$ cat config.mk
export PLATFORM = sky130hd
export DESIGN_NAME = fqea_front
export DESIGN_NICKNAME = d
export VERILOG_FILES = /design/src/hdl/fqea_pkg.sv /design/src/hdl/fqea_front.sv
export SDC_FILE = /design/constraint.sdc
export NUM_CORES = 2
export LEC_CHECK = 0
export BUFFER_PORTS_ARGS = -buffer_cell sky130_fd_sc_hd__buf_2
export CAP_MARGIN = 20
export CORE_ASPECT_RATIO = 0.5
export CORE_MARGIN = 2
export CORE_UTILIZATION = 30
export DETAILED_ROUTE_END_ITERATION = 10
export PLACE_DENSITY = 0.52
export SLEW_MARGIN = 20
export SYNTH_ARGS = -nofsm -noshare
export SYNTH_HDL_FRONTEND = slang
export SYNTH_SLANG_ARGS = --single-unit
export TNS_END_PERCENT = 30
$ cat constraint.sdc
create_clock -name clk_i -period 18.7 [get_ports clk_i]
set_input_delay 0.935 -clock clk_i [delete_from_list [all_inputs] [get_ports clk_i]]
set_output_delay 0.935 -clock clk_i [all_outputs]
set_load 0.02 [all_outputs]
$ cat src/hdl/fqea_pkg.sv
// Shared types, constants and helpers for the four-quadrant energy accumulator.
package fqea_pkg;

  localparam int TariffSlotsDef = 4;
  localparam int PhaseSlotsDef  = 3;

  // Energy is power (32 bits magnitude) times a 16-bit time step.
  localparam int EnergyW = 48;
  localparam int TotalW  = 63;
  localparam logic [TotalW-1:0] TotalMax = {TotalW{1'b1}};

  localparam int CfgIdxW  = 1;
  localparam int CfgDataW = 3;
  localparam logic [CfgIdxW-1:0] CfgPhases  = 1'b0;
  localparam logic [CfgIdxW-1:0] CfgTariffs = 1'b1;

  localparam logic [1:0] PhasesReset  = 2'd3;
  localparam logic [2:0] TariffsReset = 3'd4;

  localparam int QueueDepth = 2;

  typedef enum logic [1:0] {
    QUAD_1 = 2'd0,
    QUAD_2 = 2'd1,
    QUAD_3 = 2'd2,
    QUAD_4 = 2'd3
  } quad_e;

  typedef struct packed {
    logic  rejected;
    logic  import_side;
    quad_e quad;
  } ctl_t;

  // Saturating add; bit TotalW of the result flags a clip.
  function automatic logic [TotalW:0] sat_add(input logic [TotalW-1:0] cur,
                                              input logic [EnergyW-1:0] amt);
    logic [TotalW:0] sum;
    sum = {1'b0, cur} + (TotalW + 1)'(amt);
    if (sum[TotalW]) begin
      return {1'b1, TotalMax};
    end
    return {1'b0, sum[TotalW-1:0]};
  endfunction

endpackage

$ cat src/hdl/fqea_front.sv
// Front end: count registers, range check, quadrant classification and energy products.
module fqea_front #(
  parameter int TARIFF_SLOTS = fqea_pkg::TariffSlotsDef,
  parameter int PHASE_SLOTS  = fqea_pkg::PhaseSlotsDef,
  parameter int SLOT_W       = 4
) (
  input  logic                              clk_i,
  input  logic                              rst_ni,
  input  logic                              cfg_valid_i,
  input  logic [fqea_pkg::CfgIdxW-1:0]      cfg_index_i,
  input  logic [fqea_pkg::CfgDataW-1:0]     cfg_data_i,
  input  logic [1:0]                        phase_i,
  input  logic [1:0]                        tariff_i,
  input  logic [15:0]                       time_step_i,
  input  logic signed [31:0]                active_power_i,
  input  logic signed [31:0]                reactive_power_i,
  input  logic [30:0]                       apparent_power_i,
  output fqea_pkg::ctl_t                    ctl_o,
  output logic [SLOT_W-1:0]                 slot_o,
  output logic [fqea_pkg::EnergyW-1:0]      active_energy_o,
  output logic [fqea_pkg::EnergyW-1:0]      reactive_energy_o,
  output logic [fqea_pkg::EnergyW-1:0]      apparent_energy_o
);

  logic [1:0]  phases_q;
  logic [2:0]  tariffs_q;
  logic [31:0] a_mag;
  logic [31:0] r_mag;
  logic        a_neg;
  logic        r_neg;
  logic        reject;

  always_ff @(posedge clk_i or negedge rst_ni) begin
    if (!rst_ni) begin
      phases_q  <= fqea_pkg::PhasesReset;
      tariffs_q <= fqea_pkg::TariffsReset;
    end else if (cfg_valid_i) begin
      case (cfg_index_i)
        fqea_pkg::CfgPhases:  phases_q  <= cfg_data_i[1:0];
        fqea_pkg::CfgTariffs: tariffs_q <= cfg_data_i;
        default: ;
      endcase
    end
  end

  assign reject = (phase_i >= phases_q) || ({1'b0, tariff_i} >= tariffs_q) ||
                  (32'(phase_i) >= 32'(PHASE_SLOTS)) ||
                  (32'(tariff_i) >= 32'(TARIFF_SLOTS));

  assign a_mag = active_power_i[31] ? 32'(-active_power_i) : active_power_i;
  assign r_mag = reactive_power_i[31] ? 32'(-reactive_power_i) : reactive_power_i;

  // A negative power over a zero time step is zero energy, which counts as nonnegative.
  assign a_neg = active_power_i[31] && (time_step_i != 16'd0);
  assign r_neg = reactive_power_i[31] && (time_step_i != 16'd0);

  always_comb begin
    ctl_o.rejected    = reject;
    ctl_o.import_side = !reject && !a_neg;
    if (reject) begin
      ctl_o.quad = fqea_pkg::QUAD_1;
    end else if (!a_neg && !r_neg) begin
      ctl_o.quad = fqea_pkg::QUAD_1;
    end else if (a_neg && !r_neg) begin
      ctl_o.quad = fqea_pkg::QUAD_2;
    end else if (a_neg) begin
      ctl_o.quad = fqea_pkg::QUAD_3;
    end else begin
      ctl_o.quad = fqea_pkg::QUAD_4;
    end
  end

  // Park rejected items on slot zero so that no read goes past the stores.
  assign slot_o = reject ? '0 :
                  SLOT_W'(SLOT_W'(tariff_i) * SLOT_W'(PHASE_SLOTS) + SLOT_W'(phase_i));

  assign active_energy_o   = fqea_pkg::EnergyW'(a_mag) * fqea_pkg::EnergyW'(time_step_i);
  assign reactive_energy_o = fqea_pkg::EnergyW'(r_mag) * fqea_pkg::EnergyW'(time_step_i);
  assign apparent_energy_o = fqea_pkg::EnergyW'(apparent_power_i) *
                             fqea_pkg::EnergyW'(time_step_i);

endmodule

### Word-level counts from Yosys, hierarchy flattened

Index checks and enable logic that the tools add are counted.

* $add $sub $neg: 3
* multipliers: 4
* magnitude comparators: 3
* mux-type cells: 7
* bitwise gates (word level): 1
* reductions and logical operators: 13

Operators with widths (number)
* multiplier 32 x 16 -> 48 bit: 2
* two-way mux 32 bit: 2
* negator 32 bit: 2
* multiplier 31 x 16 -> 47 bit: 1
* nonzero test 16 bit: 1
* two-way mux 2 bit: 3
* logical AND 1 bit: 5
* adder 4 x 2 -> 4 bit: 1
* multiplier 2 x 2 -> 4 bit, second input constant: 1
* two-way mux 4 bit: 1
* AND reduction 2 bit: 2
* greater-or-equal comparator 2 x 3 -> 1 bit: 1
* logical NOT 1 bit: 3
* greater-or-equal comparator 2 bit: 1
* greater-or-equal comparator 2 bit, second input constant: 1
* logical OR 1 bit: 2
* two-way mux 1 bit: 1
* inverter 1 bit: 1

* bits in registers: 5
* bits of input ports: 122
* output and inout port bits: 152
* logic and storage cells: 33

### Depth between registers and ports, before layout

* word-level depth: 7
* depth in mapped cells: 34
* mapped depth without buffers: 32

### Least setup slack after synthesis

OpenSTA, ideal clock, no wires.

* path kind: input-to-output
* from: input port active_power_i[0]
* to: output port active_energy_o[42] (netlist bit)
* arrival: 8662 ps
* data required time: 17765 ps
* slack: 9103 ps
* stages: 29
* path buffers: 3
* path through: clkbuf_1 clkbuf_1 inv_1 ha_1 or3b_2 or2_2 o41ai_1 xnor2_1 buf_2 nand2_1 fa_1 fa_1 inv_1 fa_1 inv_1 fa_1 fa_1 fa_1 inv_1 ha_1 and3_1 nand4_1 nor3_1 nor2_1 o31ai_1 a21oi_1 o31ai_1 a41oi_1 xnor2_1

* cells in the longest elaborated chain, start to end: 3

Ends and longest elaborated chain
* start, declared: RTL line fqea_front.sv:15 `input logic signed [31:0] active_power_i,`
* negator 32 bit: RTL line fqea_front.sv:50 `assign a_mag = active_power_i[31] ? 32'(-active_power_i) : active_power_i;`
* two-way mux 32 bit *: RTL line fqea_front.sv:50
* multiplier 32 x 16 -> 48 bit *: RTL line fqea_front.sv:77 `assign active_energy_o = fqea_pkg::EnergyW'(a_mag) * fqea_pkg::EnergyW'(time_step_i);`
* end, declared: RTL line fqea_front.sv:20 `output logic [fqea_pkg::EnergyW-1:0] active_energy_o,`

Mark *: on every way between the ends. The rest lies on a longest branch, timed or not.

### Worst setup path after layout

Same ends and word-level chain as after synthesis.

==> metrics.cfg <==
[synth]
ys_types = 78
yosysTopAreaCellShare = 0.5053
synth_area_leaders = fa_1 51%, inv_1 9.8%, ha_1 9.3%
synth.avg_cell_area_um2 = 8.577
yosys_warnings = 0
syn_nets = 7468
yosysSeqAreaShare = 0.002619
syn_area_um2 = 49200
synth_edf_count = 0
syn_inst = 5737
synthFlopType = dfstp_2
synth-seq-cells = 5
async_flop_share = 1.000
yosysTopAreaCell = fa_1

[global_route]
overflow = 0
grt_pass1_wl_mm = 237.7
grt_max_degree = 58
antenna_found_initial = 9
grt_usage = 0.1804
grt_pass1_vias = 40510

[critical_path]
critical_path_class = primary input to primary output
slowest_delay_ps = 950
crit_top_cell = fa_1
cp_max_fo = 20
required_ps = 17770
arrival_ps = 10120
crit_path_end_kind = primary output
slowest_stage = o31ai_1
crit_path_start_kind = primary input

[cts]
clkLatencyLatePin_ps = 230
path_clk_slew_ps = 30
h-tree-depth = 1
postCtsHoldBufs = 0
root_buffer = clkbuf_16
cts_buffers = 3
cts_resized = 0
clock_sinks = 5
postCtsSetupBuffers = 0
cts_tree = yes
clock_path_buffers = 2

[run_status]
status = finished, final reports clean

[timing]
finalHoldViolations = 0
hold_slack_ps = 514.4
relSlewSlack = 0.2420
period_share = 0.5913
skew_ps = 0
setup_slack_ps = 7643
min_period_ps = 11060
setup_viol = 0
fmax_mhz = 90.44
worstMarginPinSlew_ps = 1131
slew_viol_final = 0
rsz0062_at_grt = false
setup-tns-final_ps = 0

[flow_run]
maxCapViolCount = 0

[place]
port_buffers = 272
dp_hpwl_mm = 114.7
numPlacedInstances = 7970
dp_slack_ps = 7592
finalWeightedCongestion = 0.8328

[detailed_routing]
wirelength_mm = 148.7
first_pass_iters = 6
post_drt_wl_per_cell_um = 18.64
drc = 0
initialDrtViolationCount = 1971
via_count = 37400
ant_nets = 0
vias_per_cell = 4.689

[finish]
drive_above_1_share = 0.06867
fin_nets = 7513
area_growth_pct = 7.679
fillers = 17430
fin_cells = 7976

[floorplan]
dieWidth_um = 576.7
die_h_um = 290.4
io-pin-count = 274
die_area_um2 = 167500
start_util = 0.3011
coreArea_um2 = 163400
num_rows = 105

[hold_path]
hold_path.class = primary input to async pin

[final timing paths]
path,from,endpoint,slack [ps],cells past startpoint
setup / recovery,active_power_i[0],active_energy_o[42],7640,29
hold reg to reg,tariffs_q[0],tariffs_q[0],520,1
setup reg to reg,tariffs_q[1],tariffs_q[1],17940,1
min in group clk_i,tariffs_q[0],tariffs_q[0],520,1
max in group asynchronous,rst_ni,phases_q[1],17970,1
hold / removal,rst_ni,tariffs_q[0],510,1
[cell usage in the layout, fill, tap and decap left out, drive strengths merged, types with 3 or more instances in the layout]
master and n:
xor2 58, o31ai 17, o21a 13, and3 18, clkbuf 4, o21ai 92
or2 5, a221oi 6, a21oi 131, nand2 1055, nor4 9, dfstp 3
a21boi 4, ha 367, nand2b 18, nor3 23, a41oi 4, and4 3
nand3 46, a221o 4, o211ai 9, nand4 18, inv 1283, nor2b 16
nor2 77, a21o 84, a31oi 12, and2 587, or3 11, or4 7
buf 341, a2111oi 3, a211oi 16, mux2 5, o21bai 25, o41ai 11
fa 1242, xnor2 130
[per-stage QoR]
| step | cell area, um2 | util |
|---|---|---|
| 3_3_place_gp | 52890 | 0.3236 |
| 6_report | 52980 | 0.3242 |
| 5_1_grt | 52980 | 0.3242 |
| 4_1_cts | 52980 | 0.3242 |
| 3_5_place_dp | 52900 | 0.3237 |
| 2_1_floorplan | 49200 | - |
[state kept, by name (all words and copies together) (netlist names)]
signal	flops
phases_q	2
tariffs_q	3
[logic make-up after synthesis]
kind of cell	after synthesis	share of synthesized area
and+or+nand+nor	1902	0.1842
DFF	5	0.002619
adders and majority gates	1609	0.5986
muxes	5	0.001144
buffers and inverters	1584	0.1213
xor gates and xnor gates	188	0.03346
other	1	0.00007621
AOI/OAI and AO/OA	443	0.05854
[Yosys cell counts, types with 9 or more instances]
cell type,instances
fa_1,1242
o21a_1,13
and2_1,587
nor2_1,76
nand3_1,46
nor3_1,22
o21ai_0,83
a211oi_1,16
a21o_1,84
clkbuf_1,290
or3_1,11
o31ai_1,15
nor2b_1,16
a31oi_1,11
nand2_1,1054
inv_1,1283
o41ai_1,10
and3_1,17
o211ai_1,9
a21oi_1,130
ha_1,367
nand4_1,18
xnor2_1,130
o21bai_1,25
nand2b_1,17
xor2_1,58
[final cells by class]
cell class / instances / area [um2] / share of cell area
sequential: 5 / 128.9 / 0.002432
tap: 2193 / 2744 / 0.05179
multi-input combinational: 4148 / 43290 / 0.8170
clock buffer: 4 / 78.83 / 0.001488
antenna: 2 / 5.005 / 0.00009446
inverter: 1283 / 4816 / 0.09089
timing repair buffer: 341 / 1923 / 0.03630
[worst max-delay path, delay by kind of cell]
| family | cells | cell delay [ps] |
|---|---|---|
| xor+xnor | 2 | 390 |
| compound gates | 5 | 2360 |
| fa+ha+maj | 8 | 3580 |
| simple gates | 7 | 1860 |
| buf+inv | 7 | 990 |
[layer usage]
| layer | track usage | wire length [um] | vias up |
|---|---|---|---|
| met1 | 0.2416 | 65450 | 19670 |
| met4 | 0.02730 | 2302 | 0 |
| met3 | 0.01007 | 5127 | 97 |
| met5 | 0 | 0 | - |
| met2 | 0.3262 | 75810 | 705 |
| li1 | - | - | 16920 |
Power is not shown: default switching activity piles up to over one toggle a cycle in this logic, so the estimate is an artifact.
