**src/hdl/fqea_pkg.sv**
```systemverilog
// Shared types, constants and helpers for the four-quadrant energy accumulator.
package fqea_pkg;

  localparam int TariffSlotsDef = 4;
  localparam int PhaseSlotsDef  = 3;

  // Energy is power (32 bits magnitude) times a 16-bit time step.
  localparam int EnergyW = 48;
  localparam int TotalW  = 63;
  localparam logic [TotalW-1:0] TotalMax = {TotalW{1'b1}};

  localparam int CfgIdxW  = 1;
  localparam int CfgDataW = 3;
  localparam logic [CfgIdxW-1:0] CfgPhases  = 1'b0;
  localparam logic [CfgIdxW-1:0] CfgTariffs = 1'b1;

  localparam logic [1:0] PhasesReset  = 2'd3;
  localparam logic [2:0] TariffsReset = 3'd4;

  localparam int QueueDepth = 2;

  typedef enum logic [1:0] {
    QUAD_1 = 2'd0,
    QUAD_2 = 2'd1,
    QUAD_3 = 2'd2,
    QUAD_4 = 2'd3
  } quad_e;

  typedef struct packed {
    logic  rejected;
    logic  import_side;
    quad_e quad;
  } ctl_t;

  // Saturating add; bit TotalW of the result flags a clip.
  function automatic logic [TotalW:0] sat_add(input logic [TotalW-1:0] cur,
                                              input logic [EnergyW-1:0] amt);
    logic [TotalW:0] sum;
    sum = {1'b0, cur} + (TotalW + 1)'(amt);
    if (sum[TotalW]) begin
      return {1'b1, TotalMax};
    end
    return {1'b0, sum[TotalW-1:0]};
  endfunction

endpackage

```
**src/hdl/fqea_queue.sv**
```systemverilog
// Two-entry queue between the front end and the accumulate stage.
module fqea_queue #(
  parameter int W = 8
) (
  input  logic         clk_i,
  input  logic         rst_ni,
  input  logic         push_valid_i,
  output logic         push_ready_o,
  input  logic [W-1:0] push_data_i,
  output logic         pop_valid_o,
  input  logic         pop_ready_i,
  output logic [W-1:0] pop_data_o
);

  localparam int PtrW = $clog2(fqea_pkg::QueueDepth);
  localparam int CntW = $clog2(fqea_pkg::QueueDepth + 1);

  logic [W-1:0]    entry_q [fqea_pkg::QueueDepth];
  logic [PtrW-1:0] wr_ptr_q, wr_ptr_d;
  logic [PtrW-1:0] rd_ptr_q, rd_ptr_d;
  logic [CntW-1:0] count_q, count_d;
  logic            push;
  logic            pop;

  assign push_ready_o = (count_q != CntW'(fqea_pkg::QueueDepth));
  assign pop_valid_o  = (count_q != '0);
  assign push         = push_valid_i && push_ready_o;
  assign pop          = pop_valid_o && pop_ready_i;
  assign pop_data_o   = entry_q[rd_ptr_q];

  always_comb begin
    wr_ptr_d = wr_ptr_q;
    rd_ptr_d = rd_ptr_q;
    count_d  = count_q;
    if (push) begin
      wr_ptr_d = (wr_ptr_q == PtrW'(fqea_pkg::QueueDepth - 1)) ? '0 : wr_ptr_q + 1'b1;
    end
    if (pop) begin
      rd_ptr_d = (rd_ptr_q == PtrW'(fqea_pkg::QueueDepth - 1)) ? '0 : rd_ptr_q + 1'b1;
    end
    if (push && !pop) begin
      count_d = count_q + 1'b1;
    end else if (pop && !push) begin
      count_d = count_q - 1'b1;
    end
  end

  always_ff @(posedge clk_i or negedge rst_ni) begin
    if (!rst_ni) begin
      wr_ptr_q <= '0;
      rd_ptr_q <= '0;
      count_q  <= '0;
    end else begin
      wr_ptr_q <= wr_ptr_d;
      rd_ptr_q <= rd_ptr_d;
      count_q  <= count_d;
    end
  end

  always_ff @(posedge clk_i) begin
    if (push) begin
      entry_q[wr_ptr_q] <= push_data_i;
    end
  end

endmodule

```
**config.mk**
```make
export PLATFORM = sky130hd
export DESIGN_NAME = fqea_queue
export DESIGN_NICKNAME = d
export VERILOG_FILES = /design/src/hdl/fqea_pkg.sv /design/src/hdl/fqea_queue.sv
export SDC_FILE = /design/constraint.sdc
export NUM_CORES = 1
export LEC_CHECK = 0
export ABC_AREA = 0
export CORE_AREA = 3 3 46 48
export CTS_BUF_LIST = sky130_fd_sc_hd__clkbuf_8
export CTS_CLUSTER_DIAMETER = 30
export DETAILED_ROUTE_END_ITERATION = 8
export DIE_AREA = 0 0 49 51
export DONT_BUFFER_PORTS = 1
export SLEW_MARGIN = 30
export SYNTH_ARGS = -nofsm -noshare
export SYNTH_HDL_FRONTEND = slang
export SYNTH_SLANG_ARGS = --single-unit
```
**constraint.sdc**
```tcl
create_clock -name clk_i -period 2.6 [get_ports clk_i]
set_clock_uncertainty 0.2 [all_clocks]
set_input_delay 0.65 -clock clk_i [delete_from_list [all_inputs] [get_ports clk_i]]
set_output_delay 0.65 -clock clk_i [all_outputs]
set_load 0.01 [all_outputs]
```
* Word-level counts from Yosys, hierarchy flattened
Memories as Yosys holds them, arrays and structs flattened.
Index checks and enable logic that the tools add are counted.
** Operators by class
- Multiplexer cells :: 6
- Reduce and logical (&&, ||, !) cells :: 8
- $add $sub $neg :: 4
- Equal/unequal tests :: 1
** Operators by type and width (number)
- logical AND 1 bit :: 4
- two-way mux 1 bit :: 4
- two-way mux 2 bit :: 2
- nonzero test 2 bit :: 2
- adder 1 bit (second input constant) :: 2
- adder 2 x 1 -> 2 bit (second input constant) :: 1
- zero test 1 bit :: 2
- inequality test 2 bit (second input constant) :: 1
- subtractor 2 x 1 -> 2 bit (second input constant) :: 1
** Storage, ports and cells
- Output and inout port bits :: 10
- Word-level logic and storage cells :: 23
- Register bits :: 4
- Bits of input ports :: 12
- Memories kept :: 1
- Bits in writable memories :: 16
** Memories
- entry_q :: words 2, bits a word 8, read ports 1, clocked after Yosys merged registers in 0, wr ports 1, line fqea_queue.sv:18 : logic [W-1:0] entry_q [fqea_pkg::QueueDepth];

* Depth between registers and ports, before layout
Gate-level depths: netlist of the first run.
- Depth after elaboration :: 6
- Mapped depth :: 7
- Gate-level depth less buffers :: 7

* Least setup slack after synthesis of the first run
Ideal clock, no wire load.
- Path kind :: reg-to-output
- From :: register rd_ptr_q
- To :: output port pop_data_o[0]
- Data arrival time :: 858 ps
- Path slack :: 892 ps
- Path buffers :: 1
- Data required time :: 1750 ps
- Stages on the path, launching flop included :: 3
- Cell sequence :: dfrtp_1 buf_2 mux2_2
** On the way
- Longest elaborated chain between the ends :: 1
** RTL lines
- start, declared :: line fqea_queue.sv:20 : logic [PtrW-1:0] rd_ptr_q, rd_ptr_d;
- start signal, assigned :: line fqea_queue.sv:55 : rd_ptr_q <= rd_ptr_d;
- memory (2 x 8 bit)
- end, declared :: line fqea_queue.sv:12 : output logic [W-1:0] pop_data_o
Every way passes these cells.

* Worst setup path in the final report of the first run
- From :: register rd_ptr_q
- To :: output port pop_data_o[1]
Same word-level chain as after synthesis.

==> impl_metrics.csv, run 1 <==
group,metric,value,unit
synth,postSynthRegisterBits,20,
synth,ys_seq_area_frac,0.738,
grt,grt_pass1_vias,395,
detailed_routing,dr.pass1.iters,3,
synth,synth_area_leaders,"edfxtp_1, dfrtp_1, mux2_2, xnor2_1, xor2_1",
clocking,cts-root-buf,"clkbuf_8",
timing,hold_ws,0.291,ns
power_and_ir_drop,p_int,0.693,mW
clocking,path_clk_slew,0.07,ns
synth,synth_xor_area_frac,0.0556,
synth,synth_top_area_share,0.610,
clocking,clk_path_buf_depth,2,
placement,hpwl,855,µm
worst_setup_path,crit_slowest_cell,"dfrtp_1",
detailed_routing,wl_met2,571,µm
placement,postPlaceCellArea,813,µm²
grt,grt_max_degree,12,
clocking,cts_sinks,20,
clocking,clk_latency,0.25,ns
grt,global_route.overflow_total,0,
power_and_ir_drop,p_leak,0.315,nW
finish,layout.cells.non_filler,72,
detailed_routing,drtIter0Drc,3,
worst_setup_path,cp.buffers_inverters,0,
detailed_routing,wl_per_cell,15.5,µm
clocking,postCtsSetupBuffers,0,
power_and_ir_drop,swShare,0.307,
power_and_ir_drop,power,1.00,mW
timing,slew_violations,0,
synth,synth_edf_count,16,
worst_setup_path,max_stage_delay,0.56,ns
timing,setup_slack,0.520,ns
detailed_routing,vias,345,
worst_setup_path,crit_fanout,9,
detailed_routing,wl_met3,126,µm
timing,finalSetupTns,0,ns
timing,max_slew_margin,0.540,
worst_setup_path,path_delay_family,"flip-flops",
detailed_routing,drt-total-wl,1120,µm
detailed_routing,vias_per_cell,4.79,
synth,yosys.area_share.simple,0.0652,
worst_setup_path,end_kind,"output port",
synth,synth_top_family_by_area,"multiplexers",
detailed_routing,drt-met1-wl,403,µm
synth,syn-num-nets,56,
floorplan,dieArea,0.00250,mm²
worst_setup_path,required,1.75,ns
synth,synth_compound_area_frac,0,
finish,syn_to_final_growth,10.3,%
worst_setup_path,worstPathCellList,"mux2_2",
timing,fmax,0.481,GHz
timing,layout_min_cycle_time,2.08,ns
timing,grt_setup_unrepaired,"no",
power_and_ir_drop,seq_power_share,0.516,
power_and_ir_drop,ir_worst_vdd,593,µV
grt,antenna_found_initial,0,
timing,setup_viol,0,
timing,min_period_over_period,0.800,
power_and_ir_drop,p_sw,0.307,mW
synth,synth.distinct_cells,14,
worst_hold_path,hold_class,"input pin to register",
worst_setup_path,worstSetupStartpointType,"register",
floorplan,core,0.00175,mm²
synth,synthArstFlopShare,0.200,
power_and_ir_drop,p_per_area,1150,mW/mm²
detailed_routing,ant_nets,0,
power_and_ir_drop,p_comb_frac,0.289,
finish,layout-drive-gt1-share,0.298,
placement,gp_congestion,0.653,
detailed_routing,drc,0,
clocking,post_cts_resized,0,
worst_setup_path,crit_type,"register to output port",
synth,synthAdderAreaFrac,0.0159,
synth,synthesis.area,787,µm²
finish,finish.utilization,0.497,
worst_setup_path,crit_arrival,1.23,ns
floorplan,initial_core_util,0.451,
power_and_ir_drop,clkPwrFrac,0.195,
synth,synth_largest_area_cell,"edfxtp_1",
clocking,ctsHoldBuffers,1,
floorplan,pin_count,22,
synth,synth_commonest_cells,"edfxtp_1, mux2_2, dfrtp_1, xnor2_1",
finish,n_fill_cell,138,
synth,synth_most_common_cell,"edfxtp_1",
outcome,status,"completed",
clocking,cts_made_buffers,3,
grt,grtUsageTotal,0.102,
synth,synth_warnings,0,
detailed_routing,top_layer_used,"met4",
flow_run,drv_cap,0,
finish,diodes,0,
synth,syn_inst,43,
grt,grt_pass1_wl,1860,µm
placement,dp.cells,67,
timing,tightest_slew,0.687,ns
floorplan,dieWidth,49,µm
finish,final_area,868,µm²
floorplan,die_height,51,µm
clocking,cts_tree,"built",
synth,syn_avg_cell_area,18.3,µm²
finish,final_nets,61,
clocking,htreeDepth,1,
synth,synth.mux.area_fraction,0.114,
synth,synth_ff_type,"edfxtp_1",
timing,hold_viol_final,0,
placement,port_buffers,0,
placement,dp_slack,0.727,ns
floorplan,row_count,15,
cells by family after synthesis:
family,Yosys count
buffers and inverters,2
adder cells (fa/ha/maj),1
multiplexers,8
XOR/XNOR,5
flip-flops,20
AND/OR/NAND/NOR,7
worst paths after layout:
path	cells past startpoint	end	slack [ns]	startpoint
setup / recovery	1	pop_data_o[1]	0.52	rd_ptr_q
hold / removal	0	entry_q[0][4]	0.29	push_data_i[4]
setup reg to reg	3	entry_q[0][5]	0.77	count_q[0]
hold reg to reg	1	wr_ptr_q	0.31	wr_ptr_q
max in group asynchronous	1	wr_ptr_q	1.55	rst_ni
min in group asynchronous	1	count_q[1]	0.47	rst_ni
metal layers:
metal / GRT usage / vias to the layer above
li1: - / 163
met1: 0.102 / 165
met2: 0.167 / 15
met3: 0.0583 / 2
met4: 0.0569 / 0
met5: 0 / -
state kept, by name, summed over array words and instances (netlist names):
name,count
count_q,2
rd_ptr_q,1
wr_ptr_q,1
entry_q,16
cells in the final DEF (no fill, tap or decap), types with 2 or more instances in the layout:
cell type,n
xor2_1,2
mux2_2,8
xnor2_1,3
edfxtp_1,16
nor2_1,2
dfrtp_1,4
clkbuf_8,3
area by class of cell:
type / count / area (µm²) / share of cell area
Clock buffer: 3 / 41.3 / 0.0476
Clock inverter: 1 / 3.75 / 0.00432
Inverter: 1 / 3.75 / 0.00432
Multi-Input combinational cell: 21 / 198 / 0.228
Sequential cell: 20 / 581 / 0.669
Tap cell: 25 / 31.3 / 0.0360
Timing Repair Buffer: 1 / 10.0 / 0.0115
power by group through the flow:
stage,registers [mW],logic [mW],clock network [mW]
2_1_floorplan,0.487,0.278,0
3_3_place_gp,0.516,0.279,0
3_5_place_dp,0.525,0.290,0
4_1_cts,0.518,0.294,0.202
5_1_grt,0.531,0.314,0.221
6_report,0.516,0.289,0.195
Note: power is estimated with default switching activity, not from simulation.
==> run 2: changes to the inputs <==
Settings changed: ABC_AREA 0 to 1, CORE_AREA 3 3 46 48 to 3 3 47 49, DIE_AREA 0 0 49 51 to 0 0 50 52.
Clock period 2.6 ns to 2 ns, I/O delays scaled along.
==> run 2 against run 1 <==
Against the previous run:
- die area is 4.0% higher
- power grew 36%
- critical endpoint is now pop_data_o[7]
- critical path depth rose by 2
- largest power group unchanged
- design area grew 6.8%
- combinational power up 57%
- worst hold slack got worse by 0.15 ns
- sequential cell count stayed put
- sequential share of layout area shrank 4.2 points
- non-clock buffer count rose by 3
- first-iteration DRC count rose by 130%
- wire length grew 6.0%
==> impl_metrics.csv, run 2 <==
group,metric,value,unit
outcome,status,"completed",
worst_setup_path,cp.buffers_inverters,1,
clocking,cts_tree,"built",
finish,diodes,0,
worst_hold_path,holdPathStages,0,
finish,multi_input_area,209,µm²
grt,use_met1,0.130,
timing,max_slew_margin,0.766,
synth,synth_largest_area_cell,"edfxtp_1",
synth,synth_most_common_cell,"nand2_1",
synth,synth_commonest_cells,"nand2_1, edfxtp_1, dfrtp_1, inv_1, inv_2",
timing,min_period_over_period,0.924,
clocking,cts-root-buf,"clkbuf_8",
worst_setup_path,crit_fanout,10,
floorplan,dieArea,0.00260,mm²
timing,hold_viol_final,0,
timing,hold_ws,0.146,ns
finish,largest_reg_flops,16,
synth,synth_top_area_share,0.581,
power_and_ir_drop,p_per_area,1470,mW/mm²
floorplan,dieWidth,50,µm
worst_setup_path,path_delay_family,"flip-flops",
finish,regMostFlops,"entry_q",
grt,grtUsageTotal,0.106,
synth,synth_edf_count,16,
placement,dp.cells,99,
worst_setup_path,worstSetupStartpointType,"register",
detailed_routing,vias,467,
finish,final_nets,91,
detailed_routing,dr.pass1.iters,3,
finish,n_fill_cell,163,
synth,synth_warnings,0,
clocking,htreeDepth,1,
worst_setup_path,r2r_slack,0.41,ns
worst_setup_path,crit_path_frequent_cell,"nand2_1",
synth,synth.distinct_cells,14,
synth,synthesis.area,827,µm²
finish,final_common_cell,"nand2_1",
grt,grt_use_met2,0.170,
worst_setup_path,worstReg2RegEnd,"count_q[1]",
grt,grt_max_degree,12,
worst_setup_path,cp.depth,3,
worst_setup_path,max_stage_delay,0.55,ns
power_and_ir_drop,p_comb_frac,0.333,
worst_setup_path,worstRegToRegCells,9,
timing,grt_setup_unrepaired,"no",
power_and_ir_drop,ir_worst_vdd,560,µV
floorplan,row_count,16,
power_and_ir_drop,p_sw,0.496,mW
grt,grt_pass1_wl,2070,µm
worst_setup_path,crit_slowest_cell,"dfrtp_1",
finish,ff_latch_area,581,µm²
worst_hold_path,hold_class,"input pin to register",
power_and_ir_drop,clkPwrFrac,0.183,
worst_setup_path,crit_type,"register to output port",
power_and_ir_drop,power,1.36,mW
power_and_ir_drop,seq_power_share,0.484,
timing,finalSetupTns,0,ns
floorplan,pin_count,22,
finish,mostFrequentLayoutCells,"nand2_1, edfxtp_1, inv_1, dfrtp_1",
grt,global_route.overflow_total,0,
power_and_ir_drop,swShare,0.364,
timing,fmax,0.541,GHz
worst_setup_path,required,1.30,ns
floorplan,die_height,52,µm
clocking,clk_latency,0.25,ns
timing,layout_min_cycle_time,1.85,ns
worst_setup_path,cp-startpoint,"rd_ptr_q",
clocking,cts_sinks,20,
synth,syn-num-nets,83,
clocking,clk_path_buf_depth,2,
finish,layout-drive-gt1-share,0.182,
finish,layout.cells.non_filler,104,
synth,synth_ff_type,"edfxtp_1",
grt,busiest_layer,"met2",
detailed_routing,vias_per_cell,4.49,
synth,ys_seq_area_frac,0.702,
placement,gp_congestion,0.663,
worst_setup_path,crit_arrival,1.15,ns
detailed_routing,drtIter0Drc,7,
power_and_ir_drop,p_int,0.866,mW
timing,slew_violations,0,
grt,grt_pass1_vias,472,
grt,antenna_found_initial,0,
flow_run,drv_cap,0,
worst_setup_path,r2r_start,"count_q[0]",
placement,port_buffers,0,
worst_setup_path,worstPathCellList,"inv_2 > nand2_1 > nand2_1",
synth,synthArstFlopShare,0.200,
worst_setup_path,endpoint,"pop_data_o[7]",
synth,syn_avg_cell_area,11.8,µm²
detailed_routing,drc,0,
power_and_ir_drop,p_leak,0.403,nW
detailed_routing,wl_per_cell,11.4,µm
synth,postSynthRegisterBits,20,
timing,setup_viol,0,
synth,synth_area_leaders,"edfxtp_1, nand2_1, dfrtp_1, nand2_4, xor2_2",
finish,reg_top3,"entry_q (16), count_q (2)",
synth,syn_inst,70,
grt,use_met3,0.0401,
placement,hpwl,897,µm
detailed_routing,drt-total-wl,1180,µm
worst_setup_path,end_kind,"output port",
floorplan,core,0.00190,mm²
clocking,cts_made_buffers,3,
clocking,path_clk_slew,0.07,ns
detailed_routing,ant_nets,0,
floorplan,initial_core_util,0.435,
timing,tightest_slew,0.351,ns
finish,syn_to_final_growth,12.1,%
## run 2: cell count changes after synthesis, moves of 3 or more
cell,change
inv_1,+3
inv_2,+3
mux2_2,-8
nand2_1,+29
## run 2: worst min-delay path by stage
| stage | slack, ns | start | to |
|---|---|---|---|
| finish | 0.15 | push_data_i[0] | entry_q[0][0] |
| global route | 0.13 | push_data_i[7] | entry_q[0][7] |
| CTS | 0.14 | push_data_i[0] | entry_q[1][0] |
| detailed placement | 0.005 | rst_ni | wr_ptr_q |
| global placement | 0.005 | rst_ni | wr_ptr_q |
| floorplan | 0.004 | rst_ni | count_q[0] |
## run 2: final cells by class
class / instances / share of cell area
repair buffers: 4 / 0.0351
multi-input cells: 42 / 0.225
inverters: 7 / 0.0283
clock inverters: 1 / 0.00405
flip-flops and latches: 20 / 0.626
clock buffers: 3 / 0.0445
well taps: 27 / 0.0364
## run 2: logic make-up (layout without fill, tap and decap cells)
kind of cell  after synthesis  in the layout  synth area share
xor+xnor                    2              2            0.0303
flops                      20             20             0.702
fa+ha+maj                   1              1            0.0151
simple gates               39             39             0.207
buf+inv                     8             15            0.0454
## run 2: stage by stage
step	cell area, µm²	worst slack [ns]	utilization
floorplan	827	0.477	-
global placement	872	0.414	0.459
detailed placement	872	0.415	0.459
CTS	927	0.134	0.488
global route	927	0.0467	0.488
finish	927	0.152	0.488
## run 2: what timing repair did
action	4_1_cts	5_1_grt
hold buffers	1	0
endpoints found under the hold margin	4	0
gates resized for setup	0	0
setup buffers	0	0
## run 2: per-layer routing
layer,vias to the layer above,wire length (µm)
met5,-,0
met4,0,0
met3,0,102
met2,10,610
met1,222,470
li1,235,-
## run 2: power by group through the flow
stage	sequential, mW	combinational, mW	clock, mW
CTS	0.659	0.462	0.260
floorplan	0.631	0.401	0
finish	0.660	0.453	0.249
global placement	0.666	0.448	0
global route	0.675	0.521	0.270
detailed placement	0.666	0.462	0
